[src/rtl/rse_pkg.sv]
// Shared constants, types and GF(256) arithmetic for the Reed-Solomon encoder.
package rse_pkg;

    localparam int SYM_W = 8;
    localparam int CNT_W = 6;
    localparam int MAX_PARITY_DEF = 32;

    // Field polynomial x^8 + x^4 + x^3 + x^2 + 1 and the primitive element.
    localparam logic [SYM_W:0]   FIELD_POLY   = 9'h11D;
    localparam logic [SYM_W-1:0] ALPHA        = 8'h02;
    localparam logic [SYM_W-1:0] GF_ONE       = 8'h01;
    localparam logic [CNT_W-1:0] PARITY_RESET = 6'd16;

    typedef logic [SYM_W-1:0] t_sym;

    // One data beat handed from the input register to the datapath.
    typedef struct packed {
        logic fire;
        logic last;
        t_sym data;
    } t_step;

    // Carry-less multiply with reduction by the field polynomial.
    function automatic t_sym gf_mul(input t_sym x, input t_sym y);
        t_sym acc;
        t_sym a;
        acc = '0;
        a   = x;
        for (int n = 0; n < SYM_W; n++) begin
            if (y[n]) begin
                acc = acc ^ a;
            end
            a = a[SYM_W-1] ? ({a[SYM_W-2:0], 1'b0} ^ FIELD_POLY[SYM_W-1:0])
                           : {a[SYM_W-2:0], 1'b0};
        end
        return acc;
    endfunction

endpackage

[src/rtl/rse_emit.sv]
// Output register and parity shift register that sends the remainder after the data.
module rse_emit #(
    parameter int MAX_PARITY = rse_pkg::MAX_PARITY_DEF
) (
    input  logic                            i_clk,
    input  logic                            i_rst_n,
    input  rse_pkg::t_step                  i_step,
    input  logic [rse_pkg::CNT_W-1:0]       i_p_eff,
    input  rse_pkg::t_sym [MAX_PARITY-1:0]  i_par,
    input  logic                            i_ready,
    output logic                            o_free,
    output logic                            o_valid,
    output rse_pkg::t_sym                   o_code,
    output logic                            o_is_parity,
    output logic                            o_eoc
);

    logic                            r_valid;
    logic [rse_pkg::CNT_W-1:0]       r_left;
    rse_pkg::t_sym [MAX_PARITY-1:0]  r_par;
    rse_pkg::t_sym                   r_code;
    logic                            r_is_parity;
    logic                            r_eoc;
    logic                            slot;
    logic                            load_par;
    logic                            send_par;

    // The output register can take a beat when empty or being drained.
    assign slot     = !r_valid || i_ready;
    assign o_free   = slot && (r_left == '0);
    assign send_par = slot && (r_left != '0);
    assign load_par = i_step.fire && i_step.last && (i_p_eff != '0);

    // Control: output valid and the count of parity bytes still to send.
    always_ff @(posedge i_clk) begin
        if (!i_rst_n) begin
            r_valid <= 1'b0;
            r_left  <= '0;
        end else begin
            if (i_step.fire || send_par) begin
                r_valid <= 1'b1;
            end else if (i_ready) begin
                r_valid <= 1'b0;
            end
            if (load_par) begin
                r_left <= i_p_eff;
            end else if (send_par) begin
                r_left <= r_left - 1'b1;
            end
        end
    end

    // Payload: pass-through byte, or the highest remaining parity byte.
    always_ff @(posedge i_clk) begin
        if (i_step.fire) begin
            r_code      <= i_step.data;
            r_is_parity <= 1'b0;
            r_eoc       <= i_step.last && (i_p_eff == '0);
        end else if (send_par) begin
            r_code      <= r_par[0];
            r_is_parity <= 1'b1;
            r_eoc       <= (r_left == rse_pkg::CNT_W'(1));
        end
        if (load_par) begin
            r_par <= i_par;
        end else if (send_par) begin
            for (int j = 0; j < MAX_PARITY; j++) begin
                if (j + 1 < MAX_PARITY) begin
                    r_par[j] <= r_par[j+1];
                end else begin
                    r_par[j] <= '0;
                end
            end
        end
    end

    assign o_valid     = r_valid;
    assign o_code      = r_code;
    assign o_is_parity = r_is_parity;
    assign o_eoc       = r_eoc;

endmodule

[config.mk]
export PLATFORM = sky130hd
export DESIGN_NAME = rse_emit
export DESIGN_NICKNAME = d
export VERILOG_FILES = /design/src/rtl/rse_pkg.sv /design/src/rtl/rse_emit.sv
export SDC_FILE = /design/constraint.sdc
export NUM_CORES = 1
export LEC_CHECK = 0
export BUFFER_PORTS_ARGS = -buffer_cell sky130_fd_sc_hd__buf_4
export CAP_MARGIN = 10
export CORE_UTILIZATION = 58
export CTS_CLUSTER_SIZE = 10
export DETAILED_ROUTE_END_ITERATION = 6
export GPL_ROUTABILITY_DRIVEN = 0
export PLACE_DENSITY = 0.86
export SYNTH_ARGS = -nofsm -noshare
export SYNTH_HDL_FRONTEND = slang
export SYNTH_SLANG_ARGS = --single-unit
[constraint.sdc]
create_clock -name i_clk -period 19.5 [get_ports i_clk]
set_input_delay 1.95 -clock i_clk [delete_from_list [all_inputs] [get_ports i_clk]]
set_output_delay 1.95 -clock i_clk [all_outputs]
set_load 0.02 [all_outputs]
======== After elaboration in Yosys (flattened, before gate mapping) ========
Index checks and enable logic that the tools add are counted.
cells by class
  $lt $le $gt $ge ......................... 0
  multiplexer cells ....................... 10
  div/mod/pow operators ................... 0
  eq/ne operators ......................... 1
  bitwise operators ....................... 0
  reductions and logical operators ........ 15
  shift operators ......................... 0
  add/subtract/negate cells ............... 1
  multiply operators ...................... 0
operators with widths
  kind                                                                    count
  256-bit two-way mux                                                     2
  8-bit two-way mux                                                       2
  6-bit logical NOT                                                       2
  6-bit two-way mux                                                       2
  6-bit nonzero test                                                      2
  6-bit by 1-bit equality test with 1-bit output (second input constant)  1
  2-bit nonzero test                                                      3
  6-bit by 1-bit subtractor with 6-bit output (second input constant)     1
  1-bit logical AND                                                       5
  1-bit two-way mux                                                       4
  1-bit logical OR                                                        2
  1-bit logical NOT                                                       1
storage, ports and cells
  memories ................................ 0
  ROM bits ................................ 0
  bits in latches ......................... 0
  output and inout port bits .............. 12
  input port bits ......................... 275
  RAM bits ................................ 0
  flip-flop bits (word level) ............. 273

======== Longest topological paths before layout ========
  depth after elaboration ................. 5
  depth in mapped cells ................... 7
  depth with buffers taken out ............ 6

======== Worst setup path after synthesis ========
No wires, ideal clock.
  kind .................................... input to register
  start ................................... in i_ready
  end ..................................... reg r_par[0] (netlist name), enable pin
  setup slack ............................. 10.306 ns
  path buffers ............................ 1
  setup time .............................. 0.664 ns
  arrival ................................. 8.531 ns
  stages .................................. 4
  data required time ...................... 18.836 ns
  path through ............................ nor2b_1 -> clkbuf_2 -> a21oi_2 -> nand2b_1
on the way
  cells in the longest elaborated chain, start to end .. 3
ends and longest elaborated chain
  item                                 line            source
  start, declared                      rse_emit.sv:10  input logic i_ready,
  1-bit logical OR                     rse_emit.sv:29  assign slot = !r_valid || i_ready;
  1-bit logical AND                    rse_emit.sv:31  assign send_par = slot && (r_left != '0);
  2-bit nonzero test (no source line)  n/a
  end signal, assigned                 rse_emit.sv:65  r_par <= i_par;
  end signal, assigned by index        rse_emit.sv:69  r_par[j] <= r_par[j+1];
  end, declared                        rse_emit.sv:20  rse_pkg::t_sym [MAX_PARITY-1:0] r_par;
Every way passes these cells.
A chain may end at the register's enable or synchronous reset.

======== Worst setup path after layout ========
  start ................................... in i_ready
  end ..................................... out o_free
on the way
  cells in the longest elaborated chain, start to end .. 2
ends and longest elaborated chain
  item               line            source
  1-bit logical OR   rse_emit.sv:29
  1-bit logical AND  rse_emit.sv:30  assign o_free = slot && (r_left == '0);
  end, declared      rse_emit.sv:11  output logic o_free,
Every way passes these cells.

==> results.cfg <==
[clocking]
cts_made_buffers = 31
post_cts_buffers = 0
clkLatencyLatePin_ps = 540
clk_pin_slew_ps = 60
cts.repair.resized = 0
cts_hold_buf = 0
cts_buffer_depth = 3
clock-sinks = 273
htreeDepth = 1
root_buffer = clkbuf_16
cts_tree = done

[critical_path]
ff2ff_path_depth = 6
cp_data_arrival_time_ps = 2840
crit_slowest_cell = nor2b_1
critPathBufInv = 2
crit_type = in -> out
path_cells = buf_4 > nor2b_1 > nor2_1 > buf_4
cp_num_cells = 4
required_ps = 17550
endpoint_kind = output pin
start_kind = input port
path_delay_family = simple AND/OR/NAND/NOR gates
cp_max_fo = 8
cp_common_cell = buf_4
slowest_delay_ps = 480

[sta]
finalMaxSlewViolations = 0
tightest_slew_ps = 1170
rsz0062_at_grt = no
setup_viol = 0
fin_crit_sh = 0.245
maxSlewHeadroom = 0.223
finalSetupTns_ps = 0
hold_violations = 0
fmax_ghz = 0.209
skew_ps = 15.0
finalCriticalPeriod_ps = 4790

[global_route]
overflow = 0
grt_util_all_layers = 0.240
grt_pass1_vias = 8196
antenna_found_initial = 0
grt_pass1_wl_mm = 38.6
grt_max_degree = 210

[die]
dieHeight_um = 144
initial_core_util = 0.599
core_mm2 = 0.0197
io_pins = 287
die_w_um = 144
num_rows = 51
die-area_mm2 = 0.0209

[power_and_ir_drop]
p_leak_nw = 6.96
powerDensity_mw_per_mm2 = 123
p_sw_frac = 0.259
internal_power_w = 0.00135
power_frac_comb = 0.175
seqPwrFrac = 0.545
clockPowerShare = 0.279
p_sw_w = 0.000473
ir_drop_mv = 0.0803

[synth]
synth_top_cell_by_area = edfxtp_1
synthCells = 1146
synth_common_cells = nand2_1, edfxtp_1, buf_2, buf_4
ys.flop_type = edfxtp_1
syn_area_mm2 = 0.0118
synth_cell_types = 31
synth_top_cell_area_share = 0.676
yosysMostFrequentCell = nand2_1
synth_edf_count = 265
yosys_warnings = 0
synth_area_leaders = edfxtp_1, nand2_1, dfxtp_1
synth-seq-area-share = 0.689
synth_nets = 1424
synth-seq-cells = 273
syn_area_per_cell_um2 = 10.3
ys_async_sr_fraction = 0

[detailed_routing]
wl_per_cell_um = 14.9
detail-route-antenna-nets = 0
firstDrtPassIters = 5
totalWireLength_mm = 25.3
drt-initial-drc-count = 605
routed_via_density = 5.02
route.detailed.drc = 0
vias = 8532

[flow_run]
drv_cap = 0

[status]
outcome = finished, final reports clean

[worst_hold_path]
hold_path.class = reg -> reg
min_path_cells = 2

[place]
portBuffers = 286
dpl_cell_area_mm2 = 0.0140
dpl.hpwl_mm = 16.3

[final_layout]
fin_area_mm2 = 0.0148
antennaDiodeCount = 0
syn2layout_area_growth_pct = 25.9
nets = 1689
drive_gt1_frac = 0.237
-- path summary, 6_finish.rpt --
path | from | end | slack [ps]
max | i_ready | o_free | 14710
min | o_is_parity$_SDFFE_PP0P_ | o_is_parity$_SDFFE_PP0P_ | 480
max reg2reg | r_left[0]$_SDFFE_PN0P_ | r_par[162]$_DFFE_PP_ | 15880
min reg2reg | o_is_parity$_SDFFE_PP0P_ | o_is_parity$_SDFFE_PP0P_ | 480
-- cell type report --
cell class | count | area (um^2)
clock buffers | 56 | 870
clock inverters | 1 | 7.51
fillers | 1307 | 4820
inverters | 3 | 11.3
multi-input cells | 811 | 3300
flip-flops and latches | 273 | 8120
well taps | 265 | 332
repair buffers | 291 | 2200
-- layout by cell type (no fill, tap or decap), types with 2 or more instances in the layout --
cell type	netlist	final
edfxtp_1	265	265
nand3_1	2	2
nor4_1	2	2
nand2_1	748	748
clkbuf_16	0	31
a21oi_1	6	6
ha_1	3	3
o22ai_1	2	2
mux2_2	9	9
mux2i_1	3	3
nor2_1	9	9
dfxtp_1	8	8
and2_1	8	8
inv_1	3	3
buf_4	21	290
o21ai_0	6	6
nor2b_1	2	2
clkbuf_1	3	25
-- worst reg2reg max path, cell delays in order (launching register included) --
cell,delay (ps)
dfxtp_1,430
inv_1,100
ha_1,210
nor2b_1,170
a21oi_2,270
nand2b_4,970
buf_4,1020
-- routing by layer --
layer	vias up	track usage	part of all wire
li1	4252	-	-
met1	3889	0.298	0.39
met2	345	0.425	0.51
met3	46	0.0500	0.078
met4	0	0.0670	0.027
met5	-	0	0
-- power by group through the flow --
stage / Sequential, W / Clock (W) / Combinational, W
final: 0.000995 / 0.000509 / 0.000320
after CTS: 0.000995 / 0.000515 / 0.000324
after global placement: 0.000993 / 0 / 0.000306
after floorplan: 0.00103 / 0 / 0.000201
after global routing: 0.00101 / 0.000539 / 0.000363
after detailed placement: 0.00100 / 0 / 0.000321
-- registers in the layout, summed over array words and instances, names as in the netlist --
register and cells:
o_code 8, o_eoc 1, o_is_parity 1, o_valid 1, r_left 6, r_par 256
-- per-stage QoR --
stage	util	hold WS (ps)	power [W]	setup WS [ps]	instances
after floorplan	-	490	0.00123	10310	1146
after global placement	0.710	461	0.00130	14460	1643
after detailed placement	0.710	468	0.00132	14400	1643
after CTS	0.755	481	0.00183	14740	1700
after global routing	0.755	493	0.00192	14660	1700
final	0.755	483	0.00182	14710	1700
-- cell families after synthesis --
family | Yosys count | synth area share
and+or+nand+nor | 777 | 0.253
DFF | 273 | 0.689
buffers and inverters | 62 | 0.0328
AOI/OAI and AO/OA | 18 | 0.00946
muxes | 12 | 0.0112
adders and majority gates | 3 | 0.00319
xor gates and xnor gates | 1 | 0.000744
(Power assumes the default switching activity.)
