**config.mk**
```make
export PLATFORM = sky130hd
export DESIGN_NAME = rse_lfsr
export DESIGN_NICKNAME = d
export VERILOG_FILES = /design/src/rtl/rse_pkg.sv /design/src/rtl/rse_lfsr.sv
export SDC_FILE = /design/constraint.sdc
export NUM_CORES = 2
export LEC_CHECK = 0
export ABC_AREA = 0
export BUFFER_PORTS_ARGS = -buffer_cell sky130_fd_sc_hd__buf_2
export CORE_MARGIN = 2
export CORE_UTILIZATION = 63
export CTS_BUF_LIST = sky130_fd_sc_hd__clkbuf_8
export CTS_CLUSTER_SIZE = 8
export DETAILED_ROUTE_END_ITERATION = 6
export PLACE_DENSITY_LB_ADDON = 0.25
export SYNTH_ARGS = -nofsm -noshare
export SYNTH_HDL_FRONTEND = slang
export SYNTH_SLANG_ARGS = --single-unit
```
**constraint.sdc**
```tcl
create_clock -name i_clk -period 5.9 [get_ports i_clk]
set_clock_uncertainty 0.15 [all_clocks]
set_input_delay 1.77 -clock i_clk [delete_from_list [all_inputs] [get_ports i_clk]]
set_output_delay 1.77 -clock i_clk [all_outputs]
set_load 0.02 [all_outputs]
```
**src/rtl/rse_pkg.sv**
```systemverilog
// Shared constants, types and GF(256) arithmetic for the Reed-Solomon encoder.
package rse_pkg;

    localparam int SYM_W = 8;
    localparam int CNT_W = 6;
    localparam int MAX_PARITY_DEF = 32;

    // Field polynomial x^8 + x^4 + x^3 + x^2 + 1 and the primitive element.
    localparam logic [SYM_W:0]   FIELD_POLY   = 9'h11D;
    localparam logic [SYM_W-1:0] ALPHA        = 8'h02;
    localparam logic [SYM_W-1:0] GF_ONE       = 8'h01;
    localparam logic [CNT_W-1:0] PARITY_RESET = 6'd16;

    typedef logic [SYM_W-1:0] t_sym;

    // One data beat handed from the input register to the datapath.
    typedef struct packed {
        logic fire;
        logic last;
        t_sym data;
    } t_step;

    // Carry-less multiply with reduction by the field polynomial.
    function automatic t_sym gf_mul(input t_sym x, input t_sym y);
        t_sym acc;
        t_sym a;
        acc = '0;
        a   = x;
        for (int n = 0; n < SYM_W; n++) begin
            if (y[n]) begin
                acc = acc ^ a;
            end
            a = a[SYM_W-1] ? ({a[SYM_W-2:0], 1'b0} ^ FIELD_POLY[SYM_W-1:0])
                           : {a[SYM_W-2:0], 1'b0};
        end
        return acc;
    endfunction

endpackage

```
**src/rtl/rse_lfsr.sv**
```systemverilog
// Division register: parallel update of the remainder by one message byte per beat.
module rse_lfsr #(
    parameter int MAX_PARITY = rse_pkg::MAX_PARITY_DEF
) (
    input  logic                            i_clk,
    input  logic                            i_rst_n,
    input  logic                            i_clear,
    input  rse_pkg::t_step                  i_step,
    input  rse_pkg::t_sym [MAX_PARITY:0]    i_gen,
    output rse_pkg::t_sym [MAX_PARITY-1:0]  o_next_rem
);

    rse_pkg::t_sym [MAX_PARITY-1:0] r_rem;
    rse_pkg::t_sym [MAX_PARITY-1:0] n_rem;
    rse_pkg::t_sym                  fb;

    // Shift toward degree zero and add the feedback times each coefficient.
    // Coefficients above the parity count are zero, so unused lanes stay zero.
    always_comb begin
        fb = i_step.data ^ r_rem[0];
        for (int j = 0; j < MAX_PARITY; j++) begin
            if (j + 1 < MAX_PARITY) begin
                n_rem[j] = r_rem[j+1] ^ rse_pkg::gf_mul(i_gen[j+1], fb);
            end else begin
                n_rem[j] = rse_pkg::gf_mul(i_gen[j+1], fb);
            end
        end
    end

    // The remainder is handed off and cleared on the last byte of a codeword.
    always_ff @(posedge i_clk) begin
        if (!i_rst_n || i_clear) begin
            r_rem <= '0;
        end else if (i_step.fire) begin
            if (i_step.last) begin
                r_rem <= '0;
            end else begin
                r_rem <= n_rem;
            end
        end
    end

    assign o_next_rem = n_rem;

endmodule

```
-- Word level (Yosys, flattened, before mapping)
Index checks and enable logic that the tools add are counted.
- bits in registers: 256
- latch bits: 0
- memory bits (writable): 0
- memory bits (read-only): 0
- bits of input ports: 277
- output and inout port bits: 256
- logic and storage cells: 995
- memories kept: 0
- add/sub/neg operators: 0
- $mul: 0
- div/mod/pow operators: 0
- magnitude comparators: 0
- equal/unequal tests: 0
- shifts and indexed selects: 0
- mux-type cells: 481
- bitwise operators: 480
- reductions and logical operators: 2
- operators with widths (kind ; number):
    2-to-1 mux 8 bit ; 256
    XOR 8 bit ; 256
    2-to-1 mux 5 bit ; 224
    inverter 4 bit ; 224
    2-to-1 mux 256 bit ; 1
    zero test 1 bit ; 1
    logical OR 1 bit ; 1

-- Logic depth before layout (Yosys ltp)
- word-level depth: 18
- mapped depth: 11
- depth with buffers taken out: 7

-- Worst setup path before layout
Ideal clock, no wire load.
- kind: input to output
- start point: input port i_gen[14] in the netlist's numbering
- end point: output port o_next_rem[3] in the netlist's numbering
- arrival time: 3762 ps
- data required time: 3980 ps
- setup slack: 218 ps
- stages on the path: 8
- path buffers: 1
- cell sequence: buf_2 > xnor3_1 > nor2_1 > xor3_1 > a31o_1 > and3_1 > or3_1 > and2_1
- RTL lines (what ; line ; RTL):
    from (decl) ; rse_lfsr.sv:9 ; input rse_pkg::t_sym [MAX_PARITY:0] i_gen,
    to (decl) ; rse_lfsr.sv:10 ; output rse_pkg::t_sym [MAX_PARITY-1:0] o_next_rem

==> flow_metrics.env <==
export IMPL_status="finished, violations left"
export IMPL_violations="negative setup slack"
export IMPL_initial_utilization_pct=63.9
export IMPL_die_h_um=279
export IMPL_dr_pass1_iters=6
export IMPL_drive_gt1_share_pct=17.9
export IMPL_endpoint_kind="primary output"
export IMPL_synth_top_family_by_area="XOR/XNOR gates"
export IMPL_finalCriticalPeriod_ns=5.91
export IMPL_worstPathArrival_ns=3.99
export IMPL_drcViolationCount=0
export IMPL_crit_start="i_step[0]"
export IMPL_worstHoldPathType="reg -> reg"
export IMPL_path_cells="clkbuf_4 -> xor2_4 -> buf_6 -> buf_4 -> nand2_1 -> xor2_1 -> xnor2_1 -> xnor2_1 -> xnor3_2 -> buf_2"
export IMPL_syn_area_per_cell_um2=7.61
export IMPL_synth_cell_type_count=61
export IMPL_nets=7074
export IMPL_grt_start_max_net_pins=103
export IMPL_n_fill_cell=5762
export IMPL_drv_cap=0
export IMPL_io_buffers=524
export IMPL_final_period_utilization_pct=100
export IMPL_hpwl_um=125000
export IMPL_worstReg2RegStart="r_rem[3]"
export IMPL_tightestPinTransition_ns=1.07
export IMPL_required_ns=3.98
export IMPL_layout_cells_non_filler=7843
export IMPL_synth_simple_area_share_pct=17.1
export IMPL_clk_latency_ns=0.71
export IMPL_startpoint_type="input pin"
export IMPL_synth_adder_area_share_pct=0
export IMPL_worst_path_largest_cell_delay_ns=0.49
export IMPL_synth_main_ff_cell="dfxtp_1"
export IMPL_wirelength_um=181000
export IMPL_vias=48300
export IMPL_grt_ovfl_total=0
export IMPL_worst_slack_ns=-0.0120
export IMPL_hold_ws_ns=0.325
export IMPL_slew_headroom_pct=29.0
export IMPL_htreeDepth=2
export IMPL_yosysWarnings=0
export IMPL_synth_area_um2=47700
export IMPL_num_rows=100
export IMPL_fp_dieW_um=279
export IMPL_yosysSeqAreaShare_pct=10.7
export IMPL_cts_buffers=54
export IMPL_first_global_vias=46000
export IMPL_dp_cells=7664
export IMPL_clk_pin_slew_worst_paths_ns=0.06
export IMPL_leakage_nw=24.6
export IMPL_fmax_mhz=169
export IMPL_synthMuxAreaShare_pct=1.45
export IMPL_drtIter0Drc=6136
export IMPL_core_um2=74700
export IMPL_peakVddDrop_mv=0.395
export IMPL_syn_num_nets=6551
export IMPL_synth_xor_area_share_pct=53.0
export IMPL_drv_slew=0
export IMPL_track_usage_pct=43.7
export IMPL_cts_sinks=256
export IMPL_synth_compound_area_share_pct=12.0
export IMPL_area_delta_synth_final_pct=17.6
export IMPL_wire_per_inst_um=23.0
export IMPL_synthCells=6274
export IMPL_antenna_found_initial=46
export IMPL_top_register="r_rem"
export IMPL_crit_path_top_delay_cell="xnor3_2"
export IMPL_ys_ff_latch=256
export IMPL_cts_buffer_depth=3
export IMPL_largest_register_ffs=256
export IMPL_finalSetupTns_ns=-0.0222
export IMPL_reg_top3="r_rem (256)"
export IMPL_via_per_inst=6.16
export IMPL_setup_viol=4
export IMPL_ant_nets=0
export IMPL_crit_type="in -> out"
export IMPL_hold_violations=0
export IMPL_cpMostUsedCell="xnor2_1"
export IMPL_grt_pass1_wl_um=267000
export IMPL_die_area_um2=78000
export IMPL_async_reset_ff_share_pct=0
export IMPL_rsz0062_at_grt="true"
export IMPL_ios=533
export IMPL_path_max_fanout=12
export IMPL_min_from="r_rem[35]"
export IMPL_tritoncts="built"
export IMPL_gp_congestion=0.998
export IMPL_synth_edf_count=0
export IMPL_p_per_area_nw_per_um2=418
export IMPL_clockRootBuffer="clkbuf_8"
==> stage by stage <==
step / util (%) / setup slack, ns / cell area, um2 / total power, W
6_report: 75.1 / -0.0120 / 56100 / 0.0235
5_1_grt: 75.1 / -0.113 / 56100 / 0.0243
4_1_cts: 73.9 / -0.0118 / 55200 / 0.0228
3_5_place_dp: 72.0 / -0.168 / 53800 / 0.0204
3_3_place_gp: 72.0 / -0.156 / 53800 / 0.0202
2_1_floorplan: - / 0.218 / 47700 / 0.0139
==> report_power, final <==
part           total (W)  internal [W]  switching (W)
sequential       0.00204       0.00189       0.000141
combinational     0.0192       0.00836         0.0108
clock            0.00227       0.00125        0.00102
==> final timing paths <==
path / to / slack, ns / cells past startpoint
max: o_next_rem[179] / -0.01 / 10
min: r_rem[35] / 0.32 / 1
max reg2reg: r_rem[130] / 2.90 / 11
min reg2reg: r_rem[35] / 0.32 / 1
==> placed cells by master (no fill, tap or decap), types with 21 or more instances in the layout <==
master / n
nand3_1: 25
nand2_1: 821
buf_6: 23
xnor2_2: 22
a22o_1: 117
inv_1: 56
o211ai_1: 21
a21oi_1: 122
nor2_1: 1087
xor2_1: 499
a221oi_1: 25
dfxtp_1: 256
xnor3_1: 273
buf_2: 512
clkbuf_8: 71
xnor2_1: 1592
nor2b_1: 56
o22ai_1: 102
buf_12: 66
mux2i_1: 69
buf_4: 432
nor3_1: 41
o21ai_0: 89
diode_2: 32
a22oi_1: 172
==> per-layer routing <==
metal	up-vias	global-route usage (%)	part of all wire [%]	wire length (um)
met5	-	0	0.080	145
met2	3260	68.2	44	79100
met3	797	9.84	12	22000
li1	21400	-	-	-
met4	28	28.3	7.3	13100
met1	22900	54.3	37	66200
==> area by class of cell <==
cell class | instances | area, um2 | area share [%]
multi-input combinational | 5384 | 40400 | 72.0
timing repair buffer | 1056 | 7930 | 14.1
sequential | 256 | 5120 | 9.13
tap | 969 | 1210 | 2.16
clock buffer | 71 | 977 | 1.74
clock inverter | 30 | 239 | 0.426
inverter | 45 | 174 | 0.310
antenna | 32 | 80.1 | 0.143
==> worst max-delay path: cells and delay by family <==
family,cells,cell delay [ns]
and+or+nand+nor,1,0.12
xor gates and xnor gates,5,1.26
buffers and inverters,4,0.84
==> cells in the mapped netlist (8+ instances only) <==
| library cell | n | area (um2) |
|---|---|---|
| a221oi_1 | 27 | 236 |
| buf_4 | 12 | 90.1 |
| nand2_1 | 821 | 3080 |
| nor2_1 | 1098 | 4120 |
| o221a_2 | 12 | 135 |
| and3_1 | 8 | 50.1 |
| xor2_1 | 506 | 4430 |
| nand3_1 | 25 | 125 |
| buf_1 | 65 | 244 |
| a21o_1 | 11 | 82.6 |
| a211oi_1 | 20 | 150 |
| nor2b_1 | 56 | 350 |
| o22ai_1 | 102 | 638 |
| inv_1 | 45 | 169 |
| o31ai_1 | 8 | 60.1 |
| and2_1 | 15 | 93.8 |
| o211a_1 | 8 | 80.1 |
| clkbuf_1 | 276 | 1040 |
| nor3_1 | 41 | 205 |
| o221ai_1 | 16 | 140 |
| xnor2_1 | 1614 | 14100 |
| a22oi_1 | 172 | 1290 |
| xnor3_1 | 278 | 6260 |
| dfxtp_1 | 256 | 5120 |
| xor3_1 | 15 | 357 |
| buf_2 | 235 | 1180 |
| a22o_1 | 117 | 1020 |
| a21oi_1 | 122 | 611 |
| mux2i_1 | 69 | 691 |
| o21ai_1 | 19 | 95.1 |
| o211ai_1 | 21 | 158 |
| or3_1 | 10 | 62.6 |
| o21ai_0 | 90 | 450 |
| a221o_1 | 12 | 120 |
==> kinds of logic (layout without fill, tap and decap cells) <==
group           Yosys count  after routing
compound gates          809            809
xor+xnor               2421           2421
flops                   256            256
other cells               0             32
simple gates           2085           2085
mux                      69             69
buf+inv                 634           1202
==> repair_timing <==
item | in CTS | in global routing
hold endpoints to repair | 0 | 0
setup endpoints to repair | 29 | 101
resized for setup | 12 | 80
pin swaps | 2 | 30
buffers inserted | 7 | 25
gates cloned | 3 | 11
hold buffers | 0 | 0
No activity file was read; power rests on OpenSTA's default activity.
