<file path="config.mk">
export PLATFORM = sky130hd
export DESIGN_NAME = rse_gen
export DESIGN_NICKNAME = d
export VERILOG_FILES = /design/src/rtl/rse_pkg.sv /design/src/rtl/rse_gen.sv
export SDC_FILE = /design/constraint.sdc
export NUM_CORES = 2
export LEC_CHECK = 0
export CAP_MARGIN = 20
export CORE_MARGIN = 2
export CORE_UTILIZATION = 55
export DETAILED_ROUTE_END_ITERATION = 10
export DONT_BUFFER_PORTS = 1
export PLACE_DENSITY = 0.71
export SYNTH_ARGS = -nofsm -noshare
export SYNTH_HDL_FRONTEND = slang
export SYNTH_SLANG_ARGS = --single-unit
</file>
<file path="constraint.sdc">
create_clock -name i_clk -period 2.41 [get_ports i_clk]
set_input_delay 0.723 -clock i_clk [delete_from_list [all_inputs] [get_ports i_clk]]
set_output_delay 0.723 -clock i_clk [all_outputs]
set_load 0.02 [all_outputs]
</file>
<file path="src/rtl/rse_pkg.sv">
// Shared constants, types and GF(256) arithmetic for the Reed-Solomon encoder.
package rse_pkg;

    localparam int SYM_W = 8;
    localparam int CNT_W = 6;
    localparam int MAX_PARITY_DEF = 32;

    // Field polynomial x^8 + x^4 + x^3 + x^2 + 1 and the primitive element.
    localparam logic [SYM_W:0]   FIELD_POLY   = 9'h11D;
    localparam logic [SYM_W-1:0] ALPHA        = 8'h02;
    localparam logic [SYM_W-1:0] GF_ONE       = 8'h01;
    localparam logic [CNT_W-1:0] PARITY_RESET = 6'd16;

    typedef logic [SYM_W-1:0] t_sym;

    // One data beat handed from the input register to the datapath.
    typedef struct packed {
        logic fire;
        logic last;
        t_sym data;
    } t_step;

    // Carry-less multiply with reduction by the field polynomial.
    function automatic t_sym gf_mul(input t_sym x, input t_sym y);
        t_sym acc;
        t_sym a;
        acc = '0;
        a   = x;
        for (int n = 0; n < SYM_W; n++) begin
            if (y[n]) begin
                acc = acc ^ a;
            end
            a = a[SYM_W-1] ? ({a[SYM_W-2:0], 1'b0} ^ FIELD_POLY[SYM_W-1:0])
                           : {a[SYM_W-2:0], 1'b0};
        end
        return acc;
    endfunction

endpackage

</file>
<file path="src/rtl/rse_gen.sv">
// Generator polynomial builder: multiplies in one root (x - alpha^i) per cycle.
module rse_gen #(
    parameter int MAX_PARITY = rse_pkg::MAX_PARITY_DEF
) (
    input  logic                          i_clk,
    input  logic                          i_rst_n,
    input  logic                          i_start,
    input  logic [rse_pkg::CNT_W-1:0]     i_p_eff,
    output rse_pkg::t_sym [MAX_PARITY:0]  o_gen,
    output logic                          o_busy
);

    rse_pkg::t_sym [MAX_PARITY:0] r_gen;
    rse_pkg::t_sym [MAX_PARITY:0] n_gen;
    rse_pkg::t_sym                r_root;
    logic [rse_pkg::CNT_W-1:0]    r_idx;
    logic                         r_busy;

    // All coefficients take one root step at once, each from its old lower neighbor.
    always_comb begin
        n_gen[0] = r_gen[0];
        for (int j = 1; j <= MAX_PARITY; j++) begin
            n_gen[j] = r_gen[j] ^ rse_pkg::gf_mul(r_gen[j-1], r_root);
        end
    end

    // Restart from g(x) = 1 on reset or a new parity count, then step until done.
    always_ff @(posedge i_clk) begin
        if (!i_rst_n || i_start) begin
            r_gen    <= {{MAX_PARITY{rse_pkg::t_sym'(0)}}, rse_pkg::GF_ONE};
            r_root   <= rse_pkg::GF_ONE;
            r_idx    <= '0;
            r_busy   <= 1'b1;
        end else if (r_busy) begin
            if (r_idx == i_p_eff) begin
                r_busy <= 1'b0;
            end else begin
                r_gen  <= n_gen;
                r_root <= rse_pkg::gf_mul(r_root, rse_pkg::ALPHA);
                r_idx  <= r_idx + 1'b1;
            end
        end
    end

    assign o_gen  = r_gen;
    assign o_busy = r_busy;

endmodule

</file>
# Word-level counts from Yosys, hierarchy flattened
# Index checks and enable logic that the tools add are counted.
# op_classes
addsub	1
n_eq_ne	1
mux	476
n_bitwise	475
reduce_logical	3
# ops
operator	n
two-way mux 8 bit	249
XOR 8 bit	249
two-way mux 5 bit	219
NOT 4 bit	218
two-way mux 7 bit	1
NOT 1 bit, first input constant	7
adder 6 x 1 -> 6 bit, second input constant	1
== test 6 bit	1
two-way mux 6 bit	1
two-way mux 4 bit	1
two-way mux 1 bit	3
two-way mux 3 bit	1
two-way mux 2 bit	1
AND reduction 2 bit	1
logical NOT 1 bit	1
logical OR 1 bit	1
NOT 1 bit	1
# totals
ff_bits	271
in_bits	9
output_inout_bits	265
wordCells	991

# Logic depth before layout (Yosys ltp)
# logic_depth
depth_word	17
depth_mapped	12
ltp_nobuf	8

# Least setup slack after synthesis
# OpenSTA, ideal clock, no wires.
# synth_path
path_type	reg2reg
start	reg r_gen (netlist bit o_gen[73])
end	reg r_gen (netlist bit o_gen[83])
setup_ns	0.059
t_arrival_ns	2.565
t_required_ns	2.351
slack_ns	-0.214
path_stages_with_launch	9
n_path_buf	1
synth_period_minus_slack_ns	2.624
cell_sequence	dfxtp_1 buf_2 xor3_1 xor2_1 xnor3_1 o22a_1 xnor2_1 or4_1 nand2_1
# synth_via
elab_chain_cells	17
word_cells_on_any_way	20
cone_classes	mux (10); bitwise (10)
# synth_lines
item	line	rtl
start, declared	rse_gen.sv:13	rse_pkg::t_sym [MAX_PARITY:0] r_gen;
start signal, assigned	rse_gen.sv:30	r_gen <= {{MAX_PARITY{rse_pkg::t_sym'(0)}}, rse_pkg::GF_ONE};
start signal, assigned	rse_gen.sv:38	r_gen <= n_gen;
NOT 4 bit (no line)	n/a	
two-way mux 5 bit *	rse_pkg.sv:33	a = a[SYM_W-1] ? ({a[SYM_W-2:0], 1'b0} ^ FIELD_POLY[SYM_W-1:0])
NOT 4 bit (no line)	n/a	
two-way mux 5 bit *	rse_pkg.sv:33	
XOR 8 bit	rse_pkg.sv:31	acc = acc ^ a;
two-way mux 8 bit	rse_pkg.sv:30	if (y[n]) begin
XOR 8 bit	rse_pkg.sv:31	
two-way mux 8 bit	rse_pkg.sv:30	
XOR 8 bit	rse_pkg.sv:31	
two-way mux 8 bit	rse_pkg.sv:30	
XOR 8 bit	rse_pkg.sv:31	
two-way mux 8 bit	rse_pkg.sv:30	
XOR 8 bit	rse_pkg.sv:31	
two-way mux 8 bit	rse_pkg.sv:30	
XOR 8 bit	rse_pkg.sv:31	
two-way mux 8 bit *	rse_pkg.sv:30	
XOR 8 bit *	rse_gen.sv:23	n_gen[j] = r_gen[j] ^ rse_pkg::gf_mul(r_gen[j-1], r_root);
# Every way passes the cells marked *; elsewhere a longest branch is shown, timed or not.
# A chain may end at the register's enable or synchronous reset.

# Worst setup path after layout
# layout_path
start	reg r_root[4]
end	reg r_gen (netlist bit o_gen[171])
# layout_via
elab_chain_cells	8
# layout_lines
item	line	rtl
start, declared	rse_gen.sv:15	rse_pkg::t_sym r_root;
start signal, assigned	rse_gen.sv:31	r_root <= rse_pkg::GF_ONE;
start signal, assigned	rse_gen.sv:39	r_root <= rse_pkg::gf_mul(r_root, rse_pkg::ALPHA);
two-way mux 8 bit *	rse_pkg.sv:30	
XOR 8 bit	rse_pkg.sv:31	
two-way mux 8 bit *	rse_pkg.sv:30	
XOR 8 bit	rse_pkg.sv:31	
two-way mux 8 bit *	rse_pkg.sv:30	
XOR 8 bit	rse_pkg.sv:31	
two-way mux 8 bit *	rse_pkg.sv:30	
XOR 8 bit *	rse_gen.sv:23	
# Marked as above.

==> impl_metrics.ini <==
[layout]
drive_above_1_share_pct = 17.6
antenna_cell_count = 0
flow.area_growth_from_synthesis_pct = 19.0
filler_cell_count = 7109
postLayoutCoreUtil_pct = 66.2
num-nets-final = 6788

[power]
p_leak_nw = 20.6
power_density_nw_per_um2 = 213
power.sequential.fraction_pct = 37.4
worst_case_vdd_ir_drop_v = 0.000388
share_of_total_power_consumed_by_net_switching_pct = 27.8
pwr-share-clk_pct = 53.4
power.share.combinational_pct = 9.2
total_switching_power_w = 0.00334
power.internal_w = 0.00869

[setup_path]
crit_chain = buf_12 > buf_4 > nand2_1 > xor2_1 > xnor3_1 > xor2_1 > or3_1 > a21oi_1
critical_path.slowest_cell = sky130_fd_sc_hd__dfxtp_4
worst-path-max-fanout = 16
required_ns = 2.92
cp_common_cell = sky130_fd_sc_hd__xor2_1
timing.critical_path.slowest_cell_delay_ns = 0.48
critPathLaunchType = flip-flop
path_class = reg2reg
critical_path_sink_type = flip-flop
critical_path_arrival_ns = 2.95

[floorplan]
design.die.area_um2 = 88800
design.portCount = 274
start_util_pct = 55.6
die_width_um = 298
die_span_y_um = 298
design.core.area_um2 = 85400
floorplan.rows = 107

[clock_tree]
cts_made_buffers = 40
tritoncts = yes
clk-insertion-delay-late_ns = 0.60
clock_h_tree_levels = 2
numClockSinks = 271
clock-root-buffer = sky130_fd_sc_hd__clkbuf_16
cts.path.max_buffers = 3
clk_transition_reported_paths_ns = 0.06

[yosys]
mappedNetlistArea_um2 = 47500
synth_cell_types = 80
post_synth.cell_area_avg_um2 = 7.24
yosys_warnings = 0
synth.top_cells.by_area = sky130_fd_sc_hd__xnor2_1 30%, sky130_fd_sc_hd__nand2_1 13%, sky130_fd_sc_hd__dfxtp_1 11%
postSynth.topFlopCell = sky130_fd_sc_hd__dfxtp_1
postSynthCellCount = 6562
total_of_flip_flops_plus_latches_after_synthesis = 271
synth-seq-area-share_pct = 11.4
yosysTopAreaCell = sky130_fd_sc_hd__xnor2_1
synth_edf_count = 0
postSynth.asyncResetShare_pct = 0
top_cell_type_s_share_of_synthesized_area_pct = 30.1

[placed_design]
place_congestion = 0.936
detailed_place_hpwl_um = 109000
port_buffers = 0
dp_slack_ns = -0.140

[global_route]
first_global_vias = 43900
grt_start_max_net_pins = 64
antenna_found_initial = 1
grt_first_pass_wirelength_um = 244000
grt_overflow = 0
gr-usage-all-layers_pct = 33.7

[outcome]
status = complete, but fails checks
failing_checks = setup timing

[hold_path]
timing.hold.worst.class = reg2reg

[timing]
setup_ws_ns = -0.0236
min_period_ns = 2.43
slew_headroom_pct = 41.4
max_clock_freq_mhz = 411
drv_slew = 0
post-route-period-util_pct = 101
final-setup-viol-count = 4
unrepaired_setup_endpoints_after_global_routing = yes
worst_pin_slew_ns = 0.878
hold-worst-slack_ns = 0.521
clock_skew_ns = 0.0250
report.final.hold_viol_count = 0

[detailed_routing]
avgViaCountPerCell = 5.76
wl_um = 162000
drt_pre_antenna_iters = 6
via_count = 45800
drt_iter0_markers = 4353
remaining_number_of_nets_flagged_by_the_antenna_check_after_routing = 0
avg_wl_per_cell_um = 20.3
drc = 0

[run]
maxCapViolations = 0
## cell families after synthesis
family	count (synthesis)	share of synthesized area [%]
adders and majority gates	2	0.0526
other	2	0.0158
buffers and inverters	708	6.65
and+or+nand+nor	2308	19.9
AOI/OAI and AO/OA	821	10.4
xor gates and xnor gates	2395	50.3
muxes	55	1.18
DFF	271	11.4
## synthesized netlist by cell type (all sizes together), types with 15 or more instances
cell and instances:
xor3 39, and2 32, or3 167, nand3 35, a22oi 86, nor2 274
nand2b 31, clkbuf 263, o21ai 223, a221o 19, xor2 563, dfxtp 271
buf 394, nor2b 17, mux2i 48, inv 47, o22ai 20, o211ai 23
o221ai 24, nand2 1701, a211oi 33, xnor3 156, xnor2 1637, a21oi 309
nor3 15
## cell type report
type | count | area (um^2) | share of cell area, %
clock inverters | 13 | 165 | 0.292
inverters | 51 | 206 | 0.365
repair buffers | 824 | 7740 | 13.7
clock buffers | 59 | 1190 | 2.11
well taps | 1144 | 1430 | 2.53
flip-flops and latches | 271 | 5590 | 9.89
multi-input cells | 5589 | 40200 | 71.1
## final timing paths
check / start / to / slack, ns / depth (start not counted)
worst min-delay path: o_gen[148] / o_gen[148] / 0.52 / 2
worst max-delay path: r_root[4] / o_gen[171] / -0.02 / 8
worst max register to register: r_root[4] / o_gen[171] / -0.02 / 8
worst min register to register: o_gen[148] / o_gen[148] / 0.52 / 2
## metal layers
| layer | vias up | global-route usage, % | wire, um |
|---|---|---|---|
| met2 | 2144 | 57.1 | 76100 |
| met3 | 424 | 6.24 | 15800 |
| met4 | 0 | 13.1 | 7110 |
| li1 | 21200 | - | - |
| met1 | 22000 | 42.2 | 62600 |
| met5 | - | 0 | 0 |
## power groups by stage
stage / Sequential [W] / Clock [W] / Combinational, W
floorplan: 0.00460 / 0 / 0.000499
global placement: 0.00460 / 0 / 0.000923
detailed placement: 0.00460 / 0 / 0.000930
CTS: 0.00450 / 0.00649 / 0.000948
global route: 0.00450 / 0.00664 / 0.00114
finish: 0.00450 / 0.00643 / 0.00110
## sequential cells by signal (all words and copies together) (netlist names)
register,cells
o_busy,1
o_gen,256
r_root,8
r_idx,6
## cells in the final DEF (no fill, tap or decap), types with 58 or more instances in the layout
master,instances
sky130_fd_sc_hd__xnor2_1,1553
sky130_fd_sc_hd__o21ai_0,221
sky130_fd_sc_hd__a22oi_1,84
sky130_fd_sc_hd__dfxtp_1,169
sky130_fd_sc_hd__buf_4,690
sky130_fd_sc_hd__clkbuf_16,58
sky130_fd_sc_hd__xnor3_1,152
sky130_fd_sc_hd__buf_12,70
sky130_fd_sc_hd__nand2_1,1697
sky130_fd_sc_hd__xor2_1,503
sky130_fd_sc_hd__nor2_1,270
sky130_fd_sc_hd__a21oi_1,301
sky130_fd_sc_hd__or3_1,165
sky130_fd_sc_hd__xnor2_2,81
sky130_fd_sc_hd__dfxtp_2,87
## timing repair
| item | CTS | global route |
|---|---|---|
| gates resized for setup | 9 | 298 |
| cloned | 1 | 17 |
| setup endpoints to repair | 19 | 175 |
| hold endpoints to repair | 0 | 0 |
| pin swaps | 0 | 45 |
| setup buffers | 4 | 35 |
| hold buffers | 0 | 0 |
## worst max-delay path, delay by kind of cell, from the launching register on
| kind | cells | cell delay (ns) |
|---|---|---|
| simple gates | 2 | 0.47 |
| xor+xnor | 3 | 0.76 |
| flops | 1 | 0.48 |
| buf+inv | 2 | 0.50 |
| compound gates | 1 | 0.15 |
## stage by stage
| stage | total power, W | instances | cell area (um^2) | setup TNS (ns) |
|---|---|---|---|---|
| CTS | 0.0119 | 7900 | 54300 | -0.00117 |
| floorplan | 0.00510 | 6568 | 47600 | -0.0396 |
| finish | 0.0120 | 7951 | 56500 | -0.0539 |
| global placement | 0.00553 | 7823 | 52900 | -0.514 |
| global route | 0.0123 | 7951 | 56500 | -1.47 |
| detailed placement | 0.00553 | 7823 | 52900 | -0.731 |
(Power assumes the default switching activity.)
